`config.mk`:
```
export PLATFORM = sky130hd
export DESIGN_NAME = ansi_color_code_filter_unit
export DESIGN_NICKNAME = d
export VERILOG_FILES = /design/src/hdl/acfu_pkg.sv /design/src/hdl/acfu_ram.sv /design/src/hdl/acfu_fifo.sv /design/src/hdl/acfu_front.sv /design/src/hdl/acfu_back.sv /design/src/hdl/ansi_color_code_filter_unit.sv
export SDC_FILE = /design/constraint.sdc
export NUM_CORES = 1
export LEC_CHECK = 0
export BUFFER_PORTS_ARGS = -buffer_cell sky130_fd_sc_hd__buf_2
export CAP_MARGIN = 0
export CORE_AREA = 2 2 165 248
export DETAILED_ROUTE_END_ITERATION = 8
export DIE_AREA = 0 0 167 250
export PLACE_DENSITY = 0.66
export SLEW_MARGIN = 20
export SYNTH_ARGS = -nofsm -noshare
export SYNTH_HDL_FRONTEND = slang
export SYNTH_SLANG_ARGS = --single-unit
```
`constraint.sdc`:
```
create_clock -name clk -period 2.4 [get_ports clk]
set_input_delay 0.24 -clock clk [delete_from_list [all_inputs] [get_ports clk]]
set_output_delay 0.24 -clock clk [all_outputs]
set_load 0.05 [all_outputs]
```
`src/hdl/acfu_pkg.sv`:
```
// shared types, character codes and helpers of the ansi color code filter
// no dependencies
`default_nettype none

package acfu_pkg;

  localparam int PARAM_DEPTH     = 24;
  localparam int PARAM_DEPTH_MAX = 64;
  localparam int CNT_W_MAX       = $clog2(PARAM_DEPTH_MAX + 1);
  localparam int CMD_FIFO_DEPTH  = 2;
  localparam int RES_FIFO_DEPTH  = 2;

  localparam logic [7:0] CH_NUL      = 8'h00;
  localparam logic [7:0] CH_TAB      = 8'h09;
  localparam logic [7:0] CH_CR       = 8'h0D;
  localparam logic [7:0] CH_ESC      = 8'h1B;
  localparam logic [7:0] CH_SPACE    = 8'h20;
  localparam logic [7:0] CH_PLUS     = 8'h2B;
  localparam logic [7:0] CH_MINUS    = 8'h2D;
  localparam logic [7:0] CH_DIGIT_0  = 8'h30;
  localparam logic [7:0] CH_DIGIT_9  = 8'h39;
  localparam logic [7:0] CH_SEMI     = 8'h3B;
  localparam logic [7:0] CH_LBRACKET = 8'h5B;
  localparam logic [7:0] CH_M        = 8'h6D;

  localparam logic [4:0] KEEP_LIMIT = 5'd30;

  // register index, taken from paddr[2]
  localparam logic REG_PASS_THROUGH = 1'b0;

  typedef enum logic [1:0] {
    OP_BYTE,
    OP_ESC_BYTE,
    OP_SGR,
    OP_CSI_OTHER
  } cmd_op_t;

  typedef struct packed {
    cmd_op_t                op;
    logic [7:0]             data;
    logic [CNT_W_MAX-1:0]   count;
  } cmd_t;

  typedef struct packed {
    logic [7:0] data;
    logic       last;
  } res_t;

  function automatic logic is_letter(input logic [7:0] b);
    return (b >= 8'h41 && b <= 8'h5A) || (b >= 8'h61 && b <= 8'h7A);
  endfunction

endpackage

`default_nettype wire

```
`src/hdl/acfu_ram.sv`:
```
// generic single write port, single read port ram with registered read
// no dependencies
`default_nettype none

module acfu_ram #(
  parameter int WIDTH = 8,
  parameter int DEPTH = 24
) (
  input  wire logic                     clk,
  input  wire logic                     we,
  input  wire logic [$clog2(DEPTH)-1:0] waddr,
  input  wire logic [WIDTH-1:0]         wdata,
  input  wire logic [$clog2(DEPTH)-1:0] raddr,
  output logic      [WIDTH-1:0]         rdata
);

  logic [WIDTH-1:0] mem_r [DEPTH];

  always_ff @(posedge clk) begin
    if (we) begin
      mem_r[waddr] <= wdata;
    end
    rdata <= mem_r[raddr];
  end

endmodule

`default_nettype wire

```
`src/hdl/acfu_fifo.sv`:
```
// small register queue with full and empty flags
// no dependencies
`default_nettype none

module acfu_fifo #(
  parameter int WIDTH = 8,
  parameter int DEPTH = 2
) (
  input  wire logic             clk,
  input  wire logic             rst_n,
  input  wire logic             wr_en,
  input  wire logic [WIDTH-1:0] wdata,
  output logic                  full,
  input  wire logic             rd_en,
  output logic      [WIDTH-1:0] rdata,
  output logic                  empty
);

  localparam int PW = (DEPTH > 1) ? $clog2(DEPTH) : 1;
  localparam int CW = $clog2(DEPTH + 1);

  logic [WIDTH-1:0] mem_r [DEPTH];
  logic [PW-1:0]    wp_r, wp_nxt, rp_r, rp_nxt;
  logic [CW-1:0]    cnt_r, cnt_nxt;
  logic             do_wr, do_rd;

  assign full  = (cnt_r == CW'(DEPTH));
  assign empty = (cnt_r == '0);
  assign do_wr = wr_en && !full;
  assign do_rd = rd_en && !empty;
  assign rdata = mem_r[rp_r];

  always_comb begin
    wp_nxt  = wp_r;
    rp_nxt  = rp_r;
    cnt_nxt = cnt_r;
    if (do_wr) begin
      wp_nxt = (wp_r == PW'(DEPTH - 1)) ? '0 : wp_r + 1'b1;
    end
    if (do_rd) begin
      rp_nxt = (rp_r == PW'(DEPTH - 1)) ? '0 : rp_r + 1'b1;
    end
    if (do_wr && !do_rd) begin
      cnt_nxt = cnt_r + 1'b1;
    end else if (do_rd && !do_wr) begin
      cnt_nxt = cnt_r - 1'b1;
    end
  end

  always_ff @(posedge clk) begin
    if (!rst_n) begin
      wp_r  <= '0;
      rp_r  <= '0;
      cnt_r <= '0;
    end else begin
      wp_r  <= wp_nxt;
      rp_r  <= rp_nxt;
      cnt_r <= cnt_nxt;
    end
  end

  always_ff @(posedge clk) begin
    if (do_wr) begin
      mem_r[wp_r] <= wdata;
    end
  end

endmodule

`default_nettype wire

```
`src/hdl/acfu_front.sv`:
```
// front end: takes text bytes, tracks escape state, fills the parameter store
// depends on acfu_pkg
`default_nettype none

module acfu_front #(
  parameter int PARAM_DEPTH = acfu_pkg::PARAM_DEPTH
) (
  input  wire logic                           clk,
  input  wire logic                           rst_n,
  input  wire logic                           pass_through,
  input  wire logic                           in_push,
  input  wire logic [7:0]                     in_byte,
  output logic                                in_full,
  input  wire logic                           cmd_full,
  output logic                                cmd_push,
  output acfu_pkg::cmd_t                      cmd,
  output logic                                ram_we,
  output logic      [$clog2(PARAM_DEPTH)-1:0] ram_waddr,
  output logic      [7:0]                     ram_wdata,
  input  wire logic                           walk_done
);

  localparam int AW = $clog2(PARAM_DEPTH);
  localparam int CW = $clog2(PARAM_DEPTH + 1);

  localparam logic [1:0] MODE_TEXT = 2'd0;
  localparam logic [1:0] MODE_ESC  = 2'd1;
  localparam logic [1:0] MODE_CSI  = 2'd2;

  logic [1:0]        mode_r, mode_nxt;
  logic [CW-1:0]     cnt_r, cnt_nxt;
  logic              busy_r, busy_nxt;
  logic              accept;
  logic              store_ok;
  acfu_pkg::cmd_op_t cmd_op;
  logic [CW-1:0]     cmd_count;

  // hold off csi bytes while the back end still walks the store
  assign in_full  = cmd_full || (mode_r == MODE_CSI && busy_r && !pass_through);
  assign accept   = in_push && !in_full;
  assign store_ok = (in_byte != acfu_pkg::CH_M) && (cnt_r < CW'(PARAM_DEPTH))
                    && !acfu_pkg::is_letter(in_byte);

  assign ram_waddr = cnt_r[AW-1:0];
  assign ram_wdata = in_byte;

  assign cmd.op    = cmd_op;
  assign cmd.data  = in_byte;
  assign cmd.count = (acfu_pkg::CNT_W_MAX)'(cmd_count);

  always_comb begin
    mode_nxt  = mode_r;
    cnt_nxt   = cnt_r;
    busy_nxt  = busy_r;
    cmd_push  = 1'b0;
    cmd_op    = acfu_pkg::OP_BYTE;
    cmd_count = cnt_r;
    ram_we    = 1'b0;
    if (walk_done) begin
      busy_nxt = 1'b0;
    end
    if (accept) begin
      if (pass_through) begin
        cmd_push = 1'b1;
      end else begin
        unique case (mode_r)
          MODE_ESC: begin
            if (in_byte == acfu_pkg::CH_LBRACKET) begin
              mode_nxt = MODE_CSI;
            end else begin
              mode_nxt = MODE_TEXT;
              cmd_push = 1'b1;
              cmd_op   = acfu_pkg::OP_ESC_BYTE;
            end
          end
          MODE_CSI: begin
            if (store_ok) begin
              ram_we  = 1'b1;
              cnt_nxt = cnt_r + 1'b1;
            end else begin
              cmd_push = 1'b1;
              cmd_op   = (in_byte == acfu_pkg::CH_M) ? acfu_pkg::OP_SGR
                                                     : acfu_pkg::OP_CSI_OTHER;
              cnt_nxt  = '0;
              mode_nxt = MODE_TEXT;
              busy_nxt = 1'b1;
            end
          end
          default: begin
            if (in_byte == acfu_pkg::CH_ESC) begin
              mode_nxt = MODE_ESC;
            end else begin
              mode_nxt = MODE_TEXT;
              cmd_push = 1'b1;
            end
          end
        endcase
      end
    end
  end

  always_ff @(posedge clk) begin
    if (!rst_n) begin
      mode_r <= MODE_TEXT;
      cnt_r  <= '0;
      busy_r <= 1'b0;
    end else begin
      mode_r <= mode_nxt;
      cnt_r  <= cnt_nxt;
      busy_r <= busy_nxt;
    end
  end

endmodule

`default_nettype wire

```
`src/hdl/acfu_back.sv`:
```
// back end: carries out queued commands, scans and re-emits csi parameters
// depends on acfu_pkg, acfu_ram
`default_nettype none

module acfu_back #(
  parameter int PARAM_DEPTH = acfu_pkg::PARAM_DEPTH
) (
  input  wire logic                           clk,
  input  wire logic                           rst_n,
  input  wire logic                           cmd_empty,
  input  wire acfu_pkg::cmd_t                 cmd,
  output logic                                cmd_pop,
  output logic      [$clog2(PARAM_DEPTH)-1:0] ram_raddr,
  input  wire logic [7:0]                     ram_rdata,
  input  wire logic                           res_full,
  output logic                                res_push,
  output acfu_pkg::res_t                      res,
  output logic                                walk_done
);

  localparam int AW = $clog2(PARAM_DEPTH);
  localparam int CW = $clog2(PARAM_DEPTH + 1);

  localparam logic [2:0] ST_IDLE = 3'd0;
  localparam logic [2:0] ST_ESC  = 3'd1;
  localparam logic [2:0] ST_LB   = 3'd2;
  localparam logic [2:0] ST_SCAN = 3'd3;
  localparam logic [2:0] ST_COPY = 3'd4;
  localparam logic [2:0] ST_TAIL = 3'd5;

  localparam logic [1:0] EV_BLANK = 2'd0;
  localparam logic [1:0] EV_DIGIT = 2'd1;
  localparam logic [1:0] EV_DONE  = 2'd2;

  logic [2:0]    state_r, state_nxt;
  logic [7:0]    tail_r, tail_nxt;
  logic          walk_r, walk_nxt;
  logic          is_m_r, is_m_nxt;
  logic [CW-1:0] cnt_r, cnt_nxt;
  logic [CW-1:0] idx_r, idx_nxt;
  logic [CW-1:0] len_r, len_nxt;
  logic [CW-1:0] start_r, start_nxt;
  logic          ph_r, ph_nxt;
  logic          nonempty_r, nonempty_nxt;
  logic [1:0]    ev_r, ev_nxt;
  logic          neg_r, neg_nxt;
  logic [4:0]    mag_r, mag_nxt;
  logic          any_r, any_nxt;
  logic          at_start_r, at_start_nxt;
  logic          keep_r, keep_nxt;
  logic          emitted_r, emitted_nxt;

  logic          emit_v, emit_last, scan_end;
  logic [7:0]    emit_data;
  logic          f_we;
  logic [0:0]    f_rdata;
  logic          keep_cur, is_digit, is_blank, is_sign;
  logic [8:0]    mag_sum;
  logic [4:0]    mag_step;

  assign ram_raddr = idx_r[AW-1:0];

  // keep flag per field, stored at the field's first index
  acfu_ram #(
    .WIDTH (1),
    .DEPTH (PARAM_DEPTH)
  ) u_flag_ram (
    .clk   (clk),
    .we    (f_we),
    .waddr (start_r[AW-1:0]),
    .wdata (keep_cur),
    .raddr (idx_r[AW-1:0]),
    .rdata (f_rdata)
  );

  assign is_digit = (ram_rdata >= acfu_pkg::CH_DIGIT_0) && (ram_rdata <= acfu_pkg::CH_DIGIT_9);
  assign is_blank = (ram_rdata == acfu_pkg::CH_SPACE)
                    || (ram_rdata >= acfu_pkg::CH_TAB && ram_rdata <= acfu_pkg::CH_CR);
  assign is_sign  = (ram_rdata == acfu_pkg::CH_PLUS) || (ram_rdata == acfu_pkg::CH_MINUS);
  assign mag_sum  = 9'(mag_r) * 9'd10 + 9'(ram_rdata[3:0]);
  assign mag_step = (mag_sum >= 9'(acfu_pkg::KEEP_LIMIT)) ? acfu_pkg::KEEP_LIMIT : mag_sum[4:0];
  assign keep_cur = (neg_r && mag_r != '0) || (mag_r < acfu_pkg::KEEP_LIMIT);

  assign res_push  = emit_v && !res_full;
  assign res.data  = emit_data;
  assign res.last  = emit_last;

  always_comb begin
    state_nxt    = state_r;
    tail_nxt     = tail_r;
    walk_nxt     = walk_r;
    is_m_nxt     = is_m_r;
    cnt_nxt      = cnt_r;
    idx_nxt      = idx_r;
    len_nxt      = len_r;
    start_nxt    = start_r;
    ph_nxt       = ph_r;
    nonempty_nxt = nonempty_r;
    ev_nxt       = ev_r;
    neg_nxt      = neg_r;
    mag_nxt      = mag_r;
    any_nxt      = any_r;
    at_start_nxt = at_start_r;
    keep_nxt     = keep_r;
    emitted_nxt  = emitted_r;
    cmd_pop      = 1'b0;
    emit_v       = 1'b0;
    emit_last    = 1'b0;
    emit_data    = ram_rdata;
    scan_end     = 1'b0;
    f_we         = 1'b0;
    walk_done    = 1'b0;

    unique case (state_r)
      ST_IDLE: begin
        if (!cmd_empty) begin
          cmd_pop      = 1'b1;
          tail_nxt     = cmd.data;
          walk_nxt     = 1'b0;
          is_m_nxt     = 1'b0;
          cnt_nxt      = CW'(cmd.count);
          idx_nxt      = '0;
          ph_nxt       = 1'b0;
          start_nxt    = '0;
          nonempty_nxt = 1'b0;
          ev_nxt       = EV_BLANK;
          neg_nxt      = 1'b0;
          mag_nxt      = '0;
          any_nxt      = 1'b0;
          unique case (cmd.op)
            acfu_pkg::OP_BYTE:     state_nxt = ST_TAIL;
            acfu_pkg::OP_ESC_BYTE: state_nxt = ST_ESC;
            acfu_pkg::OP_SGR: begin
              walk_nxt  = 1'b1;
              is_m_nxt  = 1'b1;
              tail_nxt  = acfu_pkg::CH_M;
              state_nxt = ST_SCAN;
            end
            default: begin
              walk_nxt  = 1'b1;
              state_nxt = ST_SCAN;
            end
          endcase
        end
      end

      ST_SCAN: begin
        if (!ph_r) begin
          if (idx_r == cnt_r) begin
            scan_end = 1'b1;
          end else begin
            ph_nxt = 1'b1;
          end
        end else if (ram_rdata == acfu_pkg::CH_NUL) begin
          scan_end = 1'b1;
        end else begin
          if (ram_rdata == acfu_pkg::CH_SEMI) begin
            f_we         = nonempty_r;
            any_nxt      = any_r | (nonempty_r & keep_cur);
            start_nxt    = idx_r + 1'b1;
            nonempty_nxt = 1'b0;
            ev_nxt       = EV_BLANK;
            neg_nxt      = 1'b0;
            mag_nxt      = '0;
          end else begin
            nonempty_nxt = 1'b1;
            unique case (ev_r)
              EV_BLANK: begin
                if (is_sign) begin
                  neg_nxt = (ram_rdata == acfu_pkg::CH_MINUS);
                  ev_nxt  = EV_DIGIT;
                end else if (is_digit) begin
                  mag_nxt = mag_step;
                  ev_nxt  = EV_DIGIT;
                end else if (!is_blank) begin
                  ev_nxt = EV_DONE;
                end
              end
              EV_DIGIT: begin
                if (is_digit) begin
                  mag_nxt = mag_step;
                end else begin
                  ev_nxt = EV_DONE;
                end
              end
              default: ev_nxt = ev_r;
            endcase
          end
          idx_nxt = idx_r + 1'b1;
          ph_nxt  = 1'b0;
        end
        if (scan_end) begin
          f_we         = nonempty_r;
          len_nxt      = idx_r;
          idx_nxt      = '0;
          ph_nxt       = 1'b0;
          at_start_nxt = 1'b1;
          keep_nxt     = 1'b0;
          emitted_nxt  = 1'b0;
          if (is_m_r ? (any_r | (nonempty_r & keep_cur)) : (idx_r != '0)) begin
            state_nxt = ST_ESC;
          end else begin
            state_nxt = ST_IDLE;
            walk_done = 1'b1;
          end
        end
      end

      ST_ESC: begin
        emit_v    = 1'b1;
        emit_data = acfu_pkg::CH_ESC;
        if (!res_full) begin
          state_nxt = walk_r ? ST_LB : ST_TAIL;
        end
      end

      ST_LB: begin
        emit_v    = 1'b1;
        emit_data = acfu_pkg::CH_LBRACKET;
        if (!res_full) begin
          state_nxt = ST_COPY;
        end
      end

      ST_COPY: begin
        if (!ph_r) begin
          if (idx_r == len_r) begin
            state_nxt = ST_TAIL;
          end else begin
            ph_nxt = 1'b1;
          end
        end else if (!is_m_r) begin
          emit_v = 1'b1;
          if (!res_full) begin
            idx_nxt = idx_r + 1'b1;
            ph_nxt  = 1'b0;
          end
        end else if (ram_rdata == acfu_pkg::CH_SEMI) begin
          at_start_nxt = 1'b1;
          idx_nxt      = idx_r + 1'b1;
          ph_nxt       = 1'b0;
        end else if (at_start_r) begin
          if (f_rdata[0]) begin
            emit_v = 1'b1;
            if (emitted_r) begin
              // separator first, the field byte follows once the separator is taken
              emit_data = acfu_pkg::CH_SEMI;
              if (!res_full) begin
                at_start_nxt = 1'b0;
                keep_nxt     = 1'b1;
              end
            end else if (!res_full) begin
              at_start_nxt = 1'b0;
              keep_nxt     = 1'b1;
              emitted_nxt  = 1'b1;
              idx_nxt      = idx_r + 1'b1;
              ph_nxt       = 1'b0;
            end
          end else begin
            at_start_nxt = 1'b0;
            keep_nxt     = 1'b0;
            idx_nxt      = idx_r + 1'b1;
            ph_nxt       = 1'b0;
          end
        end else if (keep_r) begin
          emit_v = 1'b1;
          if (!res_full) begin
            emitted_nxt = 1'b1;
            idx_nxt     = idx_r + 1'b1;
            ph_nxt      = 1'b0;
          end
        end else begin
          idx_nxt = idx_r + 1'b1;
          ph_nxt  = 1'b0;
        end
      end

      ST_TAIL: begin
        emit_v    = 1'b1;
        emit_data = tail_r;
        emit_last = 1'b1;
        if (!res_full) begin
          state_nxt = ST_IDLE;
          walk_done = walk_r;
        end
      end

      default: state_nxt = ST_IDLE;
    endcase
  end

  always_ff @(posedge clk) begin
    if (!rst_n) begin
      state_r <= ST_IDLE;
    end else begin
      state_r <= state_nxt;
    end
  end

  always_ff @(posedge clk) begin
    tail_r     <= tail_nxt;
    walk_r     <= walk_nxt;
    is_m_r     <= is_m_nxt;
    cnt_r      <= cnt_nxt;
    idx_r      <= idx_nxt;
    len_r      <= len_nxt;
    start_r    <= start_nxt;
    ph_r       <= ph_nxt;
    nonempty_r <= nonempty_nxt;
    ev_r       <= ev_nxt;
    neg_r      <= neg_nxt;
    mag_r      <= mag_nxt;
    any_r      <= any_nxt;
    at_start_r <= at_start_nxt;
    keep_r     <= keep_nxt;
    emitted_r  <= emitted_nxt;
  end

endmodule

`default_nettype wire

```
`src/hdl/ansi_color_code_filter_unit.sv`:
```
// top level of the ansi color code filter: config register, front, queues, back
// depends on acfu_pkg, acfu_front, acfu_back, acfu_fifo, acfu_ram
//
//   channel   ports                                   request moves
//   input     push, full, in_text_byte                one text byte
//   result    pop, empty, out_byte, out_last_of_run   one filtered byte
//   config    psel, penable, pwrite, paddr, pwdata    pass_through at address 0
//
// a plain byte passes the back end through idle and tail; an esc pair through idle, esc and tail
// a csi end is scanned byte by byte up to the stored count or a zero byte, then esc, [, the kept
// bytes with a separator added between kept sgr fields, and the final byte are emitted; with nothing
// to re-emit only the scan runs; the back end reads each parameter byte in an address and a data phase
// while a csi end is walked, parameter bytes of the next csi sequence wait at full
// synchronous reset clears mode, count, queues and the back-end state; no clearing pass
`default_nettype none

module ansi_color_code_filter_unit #(
  parameter int PARAM_DEPTH = acfu_pkg::PARAM_DEPTH
) (
  input  wire logic        clk,
  input  wire logic        rst_n,
  input  wire logic        push,
  output logic             full,
  input  wire logic [7:0]  in_text_byte,
  input  wire logic        pop,
  output logic             empty,
  output logic      [7:0]  out_byte,
  output logic             out_last_of_run,
  input  wire logic        psel,
  input  wire logic        penable,
  input  wire logic        pwrite,
  input  wire logic [2:0]  paddr,
  input  wire logic [31:0] pwdata,
  output logic      [31:0] prdata,
  output logic             pready
);

  localparam int AW = $clog2(PARAM_DEPTH);

  logic             pass_through_r, pass_through_nxt;
  logic             cmd_push, cmd_full, cmd_pop, cmd_empty;
  acfu_pkg::cmd_t   cmd_in, cmd_out;
  logic [$bits(acfu_pkg::cmd_t)-1:0] cmd_rdata;
  logic             ram_we;
  logic [AW-1:0]    ram_waddr, ram_raddr;
  logic [7:0]       ram_wdata, ram_rdata;
  logic             walk_done;
  logic             res_push, res_full;
  acfu_pkg::res_t   res_in, res_out;
  logic [$bits(acfu_pkg::res_t)-1:0] res_rdata;

  assign pready = 1'b1;
  assign prdata = (paddr[2] == acfu_pkg::REG_PASS_THROUGH) ? {31'b0, pass_through_r} : '0;

  always_comb begin
    pass_through_nxt = pass_through_r;
    if (psel && penable && pwrite && paddr[2] == acfu_pkg::REG_PASS_THROUGH) begin
      pass_through_nxt = pwdata[0];
    end
  end

  always_ff @(posedge clk) begin
    if (!rst_n) begin
      pass_through_r <= 1'b0;
    end else begin
      pass_through_r <= pass_through_nxt;
    end
  end

  acfu_front #(
    .PARAM_DEPTH (PARAM_DEPTH)
  ) u_front (
    .clk          (clk),
    .rst_n        (rst_n),
    .pass_through (pass_through_r),
    .in_push      (push),
    .in_byte      (in_text_byte),
    .in_full      (full),
    .cmd_full     (cmd_full),
    .cmd_push     (cmd_push),
    .cmd          (cmd_in),
    .ram_we       (ram_we),
    .ram_waddr    (ram_waddr),
    .ram_wdata    (ram_wdata),
    .walk_done    (walk_done)
  );

  acfu_ram #(
    .WIDTH (8),
    .DEPTH (PARAM_DEPTH)
  ) u_param_ram (
    .clk   (clk),
    .we    (ram_we),
    .waddr (ram_waddr),
    .wdata (ram_wdata),
    .raddr (ram_raddr),
    .rdata (ram_rdata)
  );

  acfu_fifo #(
    .WIDTH ($bits(acfu_pkg::cmd_t)),
    .DEPTH (acfu_pkg::CMD_FIFO_DEPTH)
  ) u_cmd_fifo (
    .clk   (clk),
    .rst_n (rst_n),
    .wr_en (cmd_push),
    .wdata (cmd_in),
    .full  (cmd_full),
    .rd_en (cmd_pop),
    .rdata (cmd_rdata),
    .empty (cmd_empty)
  );

  assign cmd_out = acfu_pkg::cmd_t'(cmd_rdata);

  acfu_back #(
    .PARAM_DEPTH (PARAM_DEPTH)
  ) u_back (
    .clk       (clk),
    .rst_n     (rst_n),
    .cmd_empty (cmd_empty),
    .cmd       (cmd_out),
    .cmd_pop   (cmd_pop),
    .ram_raddr (ram_raddr),
    .ram_rdata (ram_rdata),
    .res_full  (res_full),
    .res_push  (res_push),
    .res       (res_in),
    .walk_done (walk_done)
  );

  acfu_fifo #(
    .WIDTH ($bits(acfu_pkg::res_t)),
    .DEPTH (acfu_pkg::RES_FIFO_DEPTH)
  ) u_res_fifo (
    .clk   (clk),
    .rst_n (rst_n),
    .wr_en (res_push),
    .wdata (res_in),
    .full  (res_full),
    .rd_en (pop),
    .rdata (res_rdata),
    .empty (empty)
  );

  assign res_out         = acfu_pkg::res_t'(res_rdata);
  assign out_byte        = res_out.data;
  assign out_last_of_run = res_out.last;

endmodule

`default_nettype wire

```
# Word-level counts from Yosys, hierarchy flattened
# Memories as Yosys holds them, arrays and structs flattened. A register that Yosys moved wholly into a read port is not among the register bits.
# Index checks and enable logic that the tools add are counted.
# totals
regBits,64
input_bits,50
wordCells,355
mem_bits_rw,264
n_memories,4
# mem_list
name,words,word_bits,read_ports,rd_clocked_by_memory_dff,wr,line_no,source
u_param_ram.mem_r,24,8,1,1,1,acfu_ram.sv:17,logic [WIDTH-1:0] mem_r [DEPTH];
u_cmd_fifo.mem_r,2,15,1,1,1,acfu_fifo.sv:22,logic [WIDTH-1:0] mem_r [DEPTH];
u_back.u_flag_ram.mem_r,24,1,1,1,1,acfu_ram.sv:17,
u_res_fifo.mem_r,2,9,1,1,1,acfu_fifo.sv:22,
# classes
bitwise,5
reduce_logical,68
multipliers,1
order_cmp,11
n_addsub,11
muxes,178
eq_ne,50
# op_table
cell,count
$mux 5,22
$mux 1,104
$mux 8,6
$mux 2,17
$eq 8x6->1 const B,4
$pmux 8 s4,1
$pmux 5 s2,3
$mux 3,8
$logic_and 1x1->1,22
$reduce_and 7->1,3
$pmux 1 s2,9
$pmux 3 s6,1
$reduce_and 6->1,3
$eq 8x7->1 const B,2
$ge 8x7->1 const B,2
$le 8x7->1 const B,2
$ne 2x2->1 const B,8
$pmux 2 s2,4
$pmux 5 s3,1
$ne 2x1->1 const B,7
$ne 3x3->1 const B,4
$logic_not 1->1,11
$add 5x1->5 const B,2
$eq 5x5->1,2
other kinds (43),76

# Depth between registers and ports, before layout
# logic_depth
ltp_word,14
depth_mapped,11

# Cells and area by module
# Synthesis repeated with hierarchy kept, for this count alone.
# unflattened
cells_unflattened,1041
hier_area_um2,15388.5
# modules_own_cells
mod,n_inst,cells_each,area_per_inst_um2
acfu_ram at u_param_ram,1,383,7719.9
acfu_back,1,307,3089.2
acfu_fifo at u_cmd_fifo,1,78,1458.9
acfu_ram at u_back.u_flag_ram,1,81,1141.1
acfu_fifo at u_res_fifo,1,53,880.8
acfu_front,1,99,783.3
ansi_color_code_filter_unit,1,40,315.3

# Least setup slack after synthesis
# OpenSTA, ideal clock, no wires.
# synth_timing
path_type,register to register
start,register u_back.mag_r[1]
end,"register u_back.mag_r[1], data pin"
arrival_time_ns,2.386
setup_ns,0.258
setup_slack_ns,-0.244
stages_incl_launch_ff,8
path_buffers,0
path_cell_list,edfxtp_1 -> ha_1 -> ha_1 -> fa_1 -> nor3_1 -> a2111oi_0 -> o2111ai_1 -> o221a_2
# synth_between
elab_chain_cells,11
# synth_rtl
item,line_no,source
from (decl),acfu_back.sv:47,"logic [4:0] mag_r, mag_nxt;"
from (signal assigned),acfu_back.sv:312,mag_r <= mag_nxt;
$mul 5x3->8,acfu_back.sv:80,assign mag_sum = 9'(mag_r) * 9'd10 + 9'(ram_rdata[3:0]);
$add 9x4->9,acfu_back.sv:80,
$ge 9x5->1,acfu_back.sv:81,assign mag_step = (mag_sum >= 9'(acfu_pkg::KEEP_LIMIT)) ? acfu_pkg::KEEP_LIMIT : mag_sum[4:0];
$mux 5,acfu_back.sv:81,
$mux 5 *,"acfu_back.sv:172, acfu_back.sv:180",
$mux 5,acfu_back.sv:169,if (is_sign) begin
$pmux 5 s2 *,acfu_back.sv:167,unique case (ev_r)
$mux 5 *,acfu_back.sv:157,if (ram_rdata == acfu_pkg::CH_SEMI) begin
$mux 5 *,acfu_back.sv:154,end else if (ram_rdata == acfu_pkg::CH_NUL) begin
$mux 5 *,acfu_back.sv:148,if (!ph_r) begin
$pmux 5 s2 *,acfu_back.sv:114,unique case (state_r)
# Every way passes the cells marked *; elsewhere a longest branch is shown, timed or not. The select of a mux whose other input is x is not followed.
# A chain may end at the register's enable or synchronous reset.

# Final worst setup path
# layout_timing
start,register u_back.mag_r[0]
end,"register u_back.mag_r[4], data pin"
# layout_between
elab_chain_cells,11
# layout_rtl
item,line_no
$mul 5x3->8 *,acfu_back.sv:80
$add 9x4->9 *,acfu_back.sv:80
$ge 9x5->1,acfu_back.sv:81
$mux 5 *,acfu_back.sv:81
$mux 5 *,"acfu_back.sv:172, acfu_back.sv:180"
$mux 5,acfu_back.sv:169
$pmux 5 s2 *,acfu_back.sv:167
$mux 5 *,acfu_back.sv:157
$mux 5 *,acfu_back.sv:154
$mux 5 *,acfu_back.sv:148
$pmux 5 s2 *,acfu_back.sv:114
# Marks and branches as above.

==> key figures <==
Run status
  – Status: complete, but fails checks
  – Violated checks: setup timing

Yosys
  – EDFF count, synth: slightly above 300
  – Yosys warns: 0
  – Syn Inst Count: 970
  – #FFs+latches synth: about 340
  – Ys flop type: edfxtp_1
  – Cell Area, Synth: between 10000 and 15000 µm²
  – Synth async-reset ratio: 0
  – Sequential fraction of the synthesis area: 0.6622
  – Synth Area per Inst: around 15 µm²
  – Distinct cells, synth: 72

Floorplan
  – Num ports: 94
  – Rows: 90
  – Core area: approximately 40000 µm²
  – Die Wd: roughly 170 µm
  – Die H: between 200 and 300 µm
  – Starting Density: 0.3749
  – Die ar.: 41750 µm²

Critical path
  – Crit path kind: flop to flop
  – Reg2reg end: u_back.mag_r[4]
  – Critical Path Sink Type: flop
  – Largest fanout on the critical path: 5
  – R2r startpoint: u_back.mag_r[0]
  – WP data required: around 2.7 ns
  – Worst reg2reg path depth: 7
  – Worst Setup Start Kind: flop
  – Crit path capture: u_back.mag_r[4]
  – WP data arrival: ~2.9 ns
  – R2r setup slk: -0.17 ns
  – CP startpoint: u_back.mag_r[0]

Cells and area
  – Most frequent cells in the layout: 308 x edfxtp_1, 96 x buf_4, 85 x nor2_1
  – Design area: between 15000 and 20000 µm²
  – Layout cells sized above 1: 0.2765
  – Register area: 9873 µm²
  – Nets: 1162
  – Area delta synth->final: 17.13%
  – Fillcell total: roughly 3.5k
  – Final std cells w/o fill: ~1.6k
  – Multi-input gate area: about 4700 µm²
  – Diode count: 0
  – Most common cell after layout, fill and taps aside: edfxtp_1

Drt
  – Drt wl/cell: about 19 µm
  – Routed vias: 8387
  – Detailed Route Iter0 Violations: 500
  – DR pass1 iterations: 5
  – DRT antenna net count: 0
  – Routed wire length: 31400 µm
  – Drt drc: 0
  – Avg Vias per Cell: a little over 5

Global route
  – Largest net degree at the start of global routing: 46
  – M3 GR Usage: 0.01729
  – GR peak layer: met2
  – Met2 Use GR: 0.2909
  – First-pass GRT wire length: approximately 49000 µm
  – Vias in the first global route: between 8k and 9k
  – GRT overflow: 0
  – Number of antenna violations at the first check in global routing: 1
  – GRT Total Usage: 0.1512
  – Met1 GRT Util: 0.1569

Placed design
  – Dpl cells: ~1.6k
  – RD Place Congestion: 0.8730
  – Place WS: -0.2841 ns
  – Placed Area: about 16000 µm²
  – Port Buffers: 28
  – Detail Placement HPWL: 22100 µm

STA
  – Slew headroom: 0.5876
  – Final slew viol count: 0
  – Skew final: roughly 0.018 ns
  – Final hold violations: 0
  – Final WS setup: -0.1686 ns
  – Final setup fails: 5
  – Worst slew pin tran: ~0.61 ns
  – Final setup TNS: -0.6991 ns
  – RSZ-0062 raised after global routing: yes
  – Fin crit period: between 2 and 3 ns
  – Period utilization: 1.070
  – Fmax: around 390 MHz

Run
  – Max cap viols: 0

CTS
  – CTS buffer count: 29
  – Clock Tree Root: clkbuf_16
  – H-tree depth: 1
  – Clock Path Buffers: 3
  – Clk_lat worst skew: approximately 0.57 ns
  – CTS tree: done
  – CTS Sinks: 339
  – Worst-path clk slew: about 0.07 ns

Power and ir drop
  – Leak: slightly below 6 nW
  – Worst VDD drop: 0.0007979 V
  – Cell Pwr Density: 1139 nW/µm²

Hold path
  – Hold Path Class: primary input to flop
final cells by class:
| cell class | count | area share |
|---|---|---|
| Clock buffer | 39 | 0.04774 |
| Clock inverter | 15 | 0.01319 |
| Inverter | 26 | 0.005806 |
| Multi-Input combinational cell | 560 | 0.2711 |
| Sequential cell | 339 | 0.5656 |
| Tap cell | 506 | 0.03627 |
| Timing Repair Buffer | 135 | 0.06028 |
worst min path at each step:
stage / start / endpoint / slack [ns] / cells after the start
floorplan: in_text_byte[5] / u_cmd_fifo.mem_r[0][10] / 0.34 / 0
global placement: u_res_fifo.wp_r / u_res_fifo.wp_r / 0.46 / 2
detailed placement: u_cmd_fifo.wp_r / u_cmd_fifo.wp_r / 0.47 / 2
CTS: pwrite / pass_through_r / 0.05 / 4
global route: in_text_byte[0] / u_cmd_fifo.mem_r[1][5] / 0.06 / 1
finish: pwrite / pass_through_r / 0.07 / 4
what timing repair did:
action | in CTS | in global routing
hold buffers | 2 | 0
resized for setup | 7 | 11
endpoints found under the hold margin | 4 | 0
pin swaps | 8 | 4
setup endpoints to repair | 7 | 20
setup buffers | 1 | 1
power by group:
| group | total, mW | switching (mW) | internal, mW | leakage (nW) |
|---|---|---|---|---|
| clock network | 5.11 | 2.04 | 3.08 | 0.526 |
| logic | 6.99 | 3.93 | 3.06 | 2.36 |
| registers | 7.79 | 0.471 | 7.32 | 3.05 |
per-layer routing:
layer / vias up / routed length [µm] / share of wire
li1: 3923 / - / -
met1: 4198 / 11210 / 0.36
met2: 194 / 17400 / 0.55
met3: 70 / 990 / 0.032
met4: 2 / 1784 / 0.057
met5: - / 13 / 0.00041
registers in the layout, indices dropped and copies added (netlist names), 3 cells and up, named ones only:
signal	count
u_param_ram.mem_r	192
u_cmd_fifo.mem_r	30
u_back.u_flag_ram.mem_r	24
u_res_fifo.mem_r	18
u_back.tail_r	8
u_param_ram.rdata	8
u_back.cnt_r	5
u_back.len_r	5
u_back.mag_r	5
u_back.ram_raddr	5
u_back.start_r	5
u_front.ram_waddr	5
u_back.state_r	3
critical path, stage by stage, from the launching register on:
cell	delay, ns
edfxtp_1	0.43
ha_1	0.35
ha_4	0.24
xor2_1	0.17
and3_2	0.26
a2111oi_4	0.38
o2111ai_4	0.21
o221a_2	0.29
cells by family (layout without fill, tap and decap cells):
family,after synthesis,in the layout,share of synthesized area
fa+ha+maj,21,21,0.01864
buf+inv,101,215,0.03484
compound gates,127,127,0.05718
mux,105,105,0.1248
xor+xnor,22,22,0.01293
flops,339,339,0.6622
other cells,2,32,0.0005039
simple gates,253,253,0.08891
cell usage after synthesis, types with 5 or more instances:
master | n | area [µm²]
ha_1 | 19 | 237.7
edfxtp_1 | 308 | 9249
a31oi_1 | 5 | 31.28
nand3_1 | 17 | 85.08
mux2i_1 | 26 | 260.3
o221a_2 | 7 | 78.83
a21oi_1 | 35 | 175.2
or3_1 | 7 | 43.79
mux4_2 | 63 | 1419
o21ai_0 | 22 | 110.1
nand4_1 | 11 | 68.82
dfxtp_1 | 31 | 620.6
nor4_1 | 5 | 31.28
and2_1 | 14 | 87.58
a21boi_0 | 8 | 60.06
nor2_1 | 87 | 326.6
and3_1 | 9 | 56.30
nor3_1 | 8 | 40.04
xor2_1 | 11 | 96.34
nand3b_1 | 9 | 67.56
o21a_1 | 5 | 37.54
xnor2_1 | 11 | 96.34
o22ai_1 | 7 | 43.79
nor2b_1 | 10 | 62.56
nand2_1 | 41 | 153.9
inv_1 | 24 | 90.09
buf_2 | 10 | 50.05
a211oi_1 | 6 | 45.04
nand2b_1 | 12 | 75.07
mux2_2 | 16 | 180.2
buf_4 | 32 | 240.2
clkbuf_1 | 28 | 105.1
metrics by stage:
stage          total power, mW    util  hold slack, ns
2_1_floorplan            12.63       -          0.3389
3_3_place_gp             14.67  0.4098          0.4560
3_5_place_dp             14.82  0.4098          0.4678
4_1_cts                  19.98  0.4379         0.05110
5_1_grt                  20.88  0.4391         0.06006
6_report                 19.89  0.4391         0.06910
No activity file was read; power rests on OpenSTA's default activity.
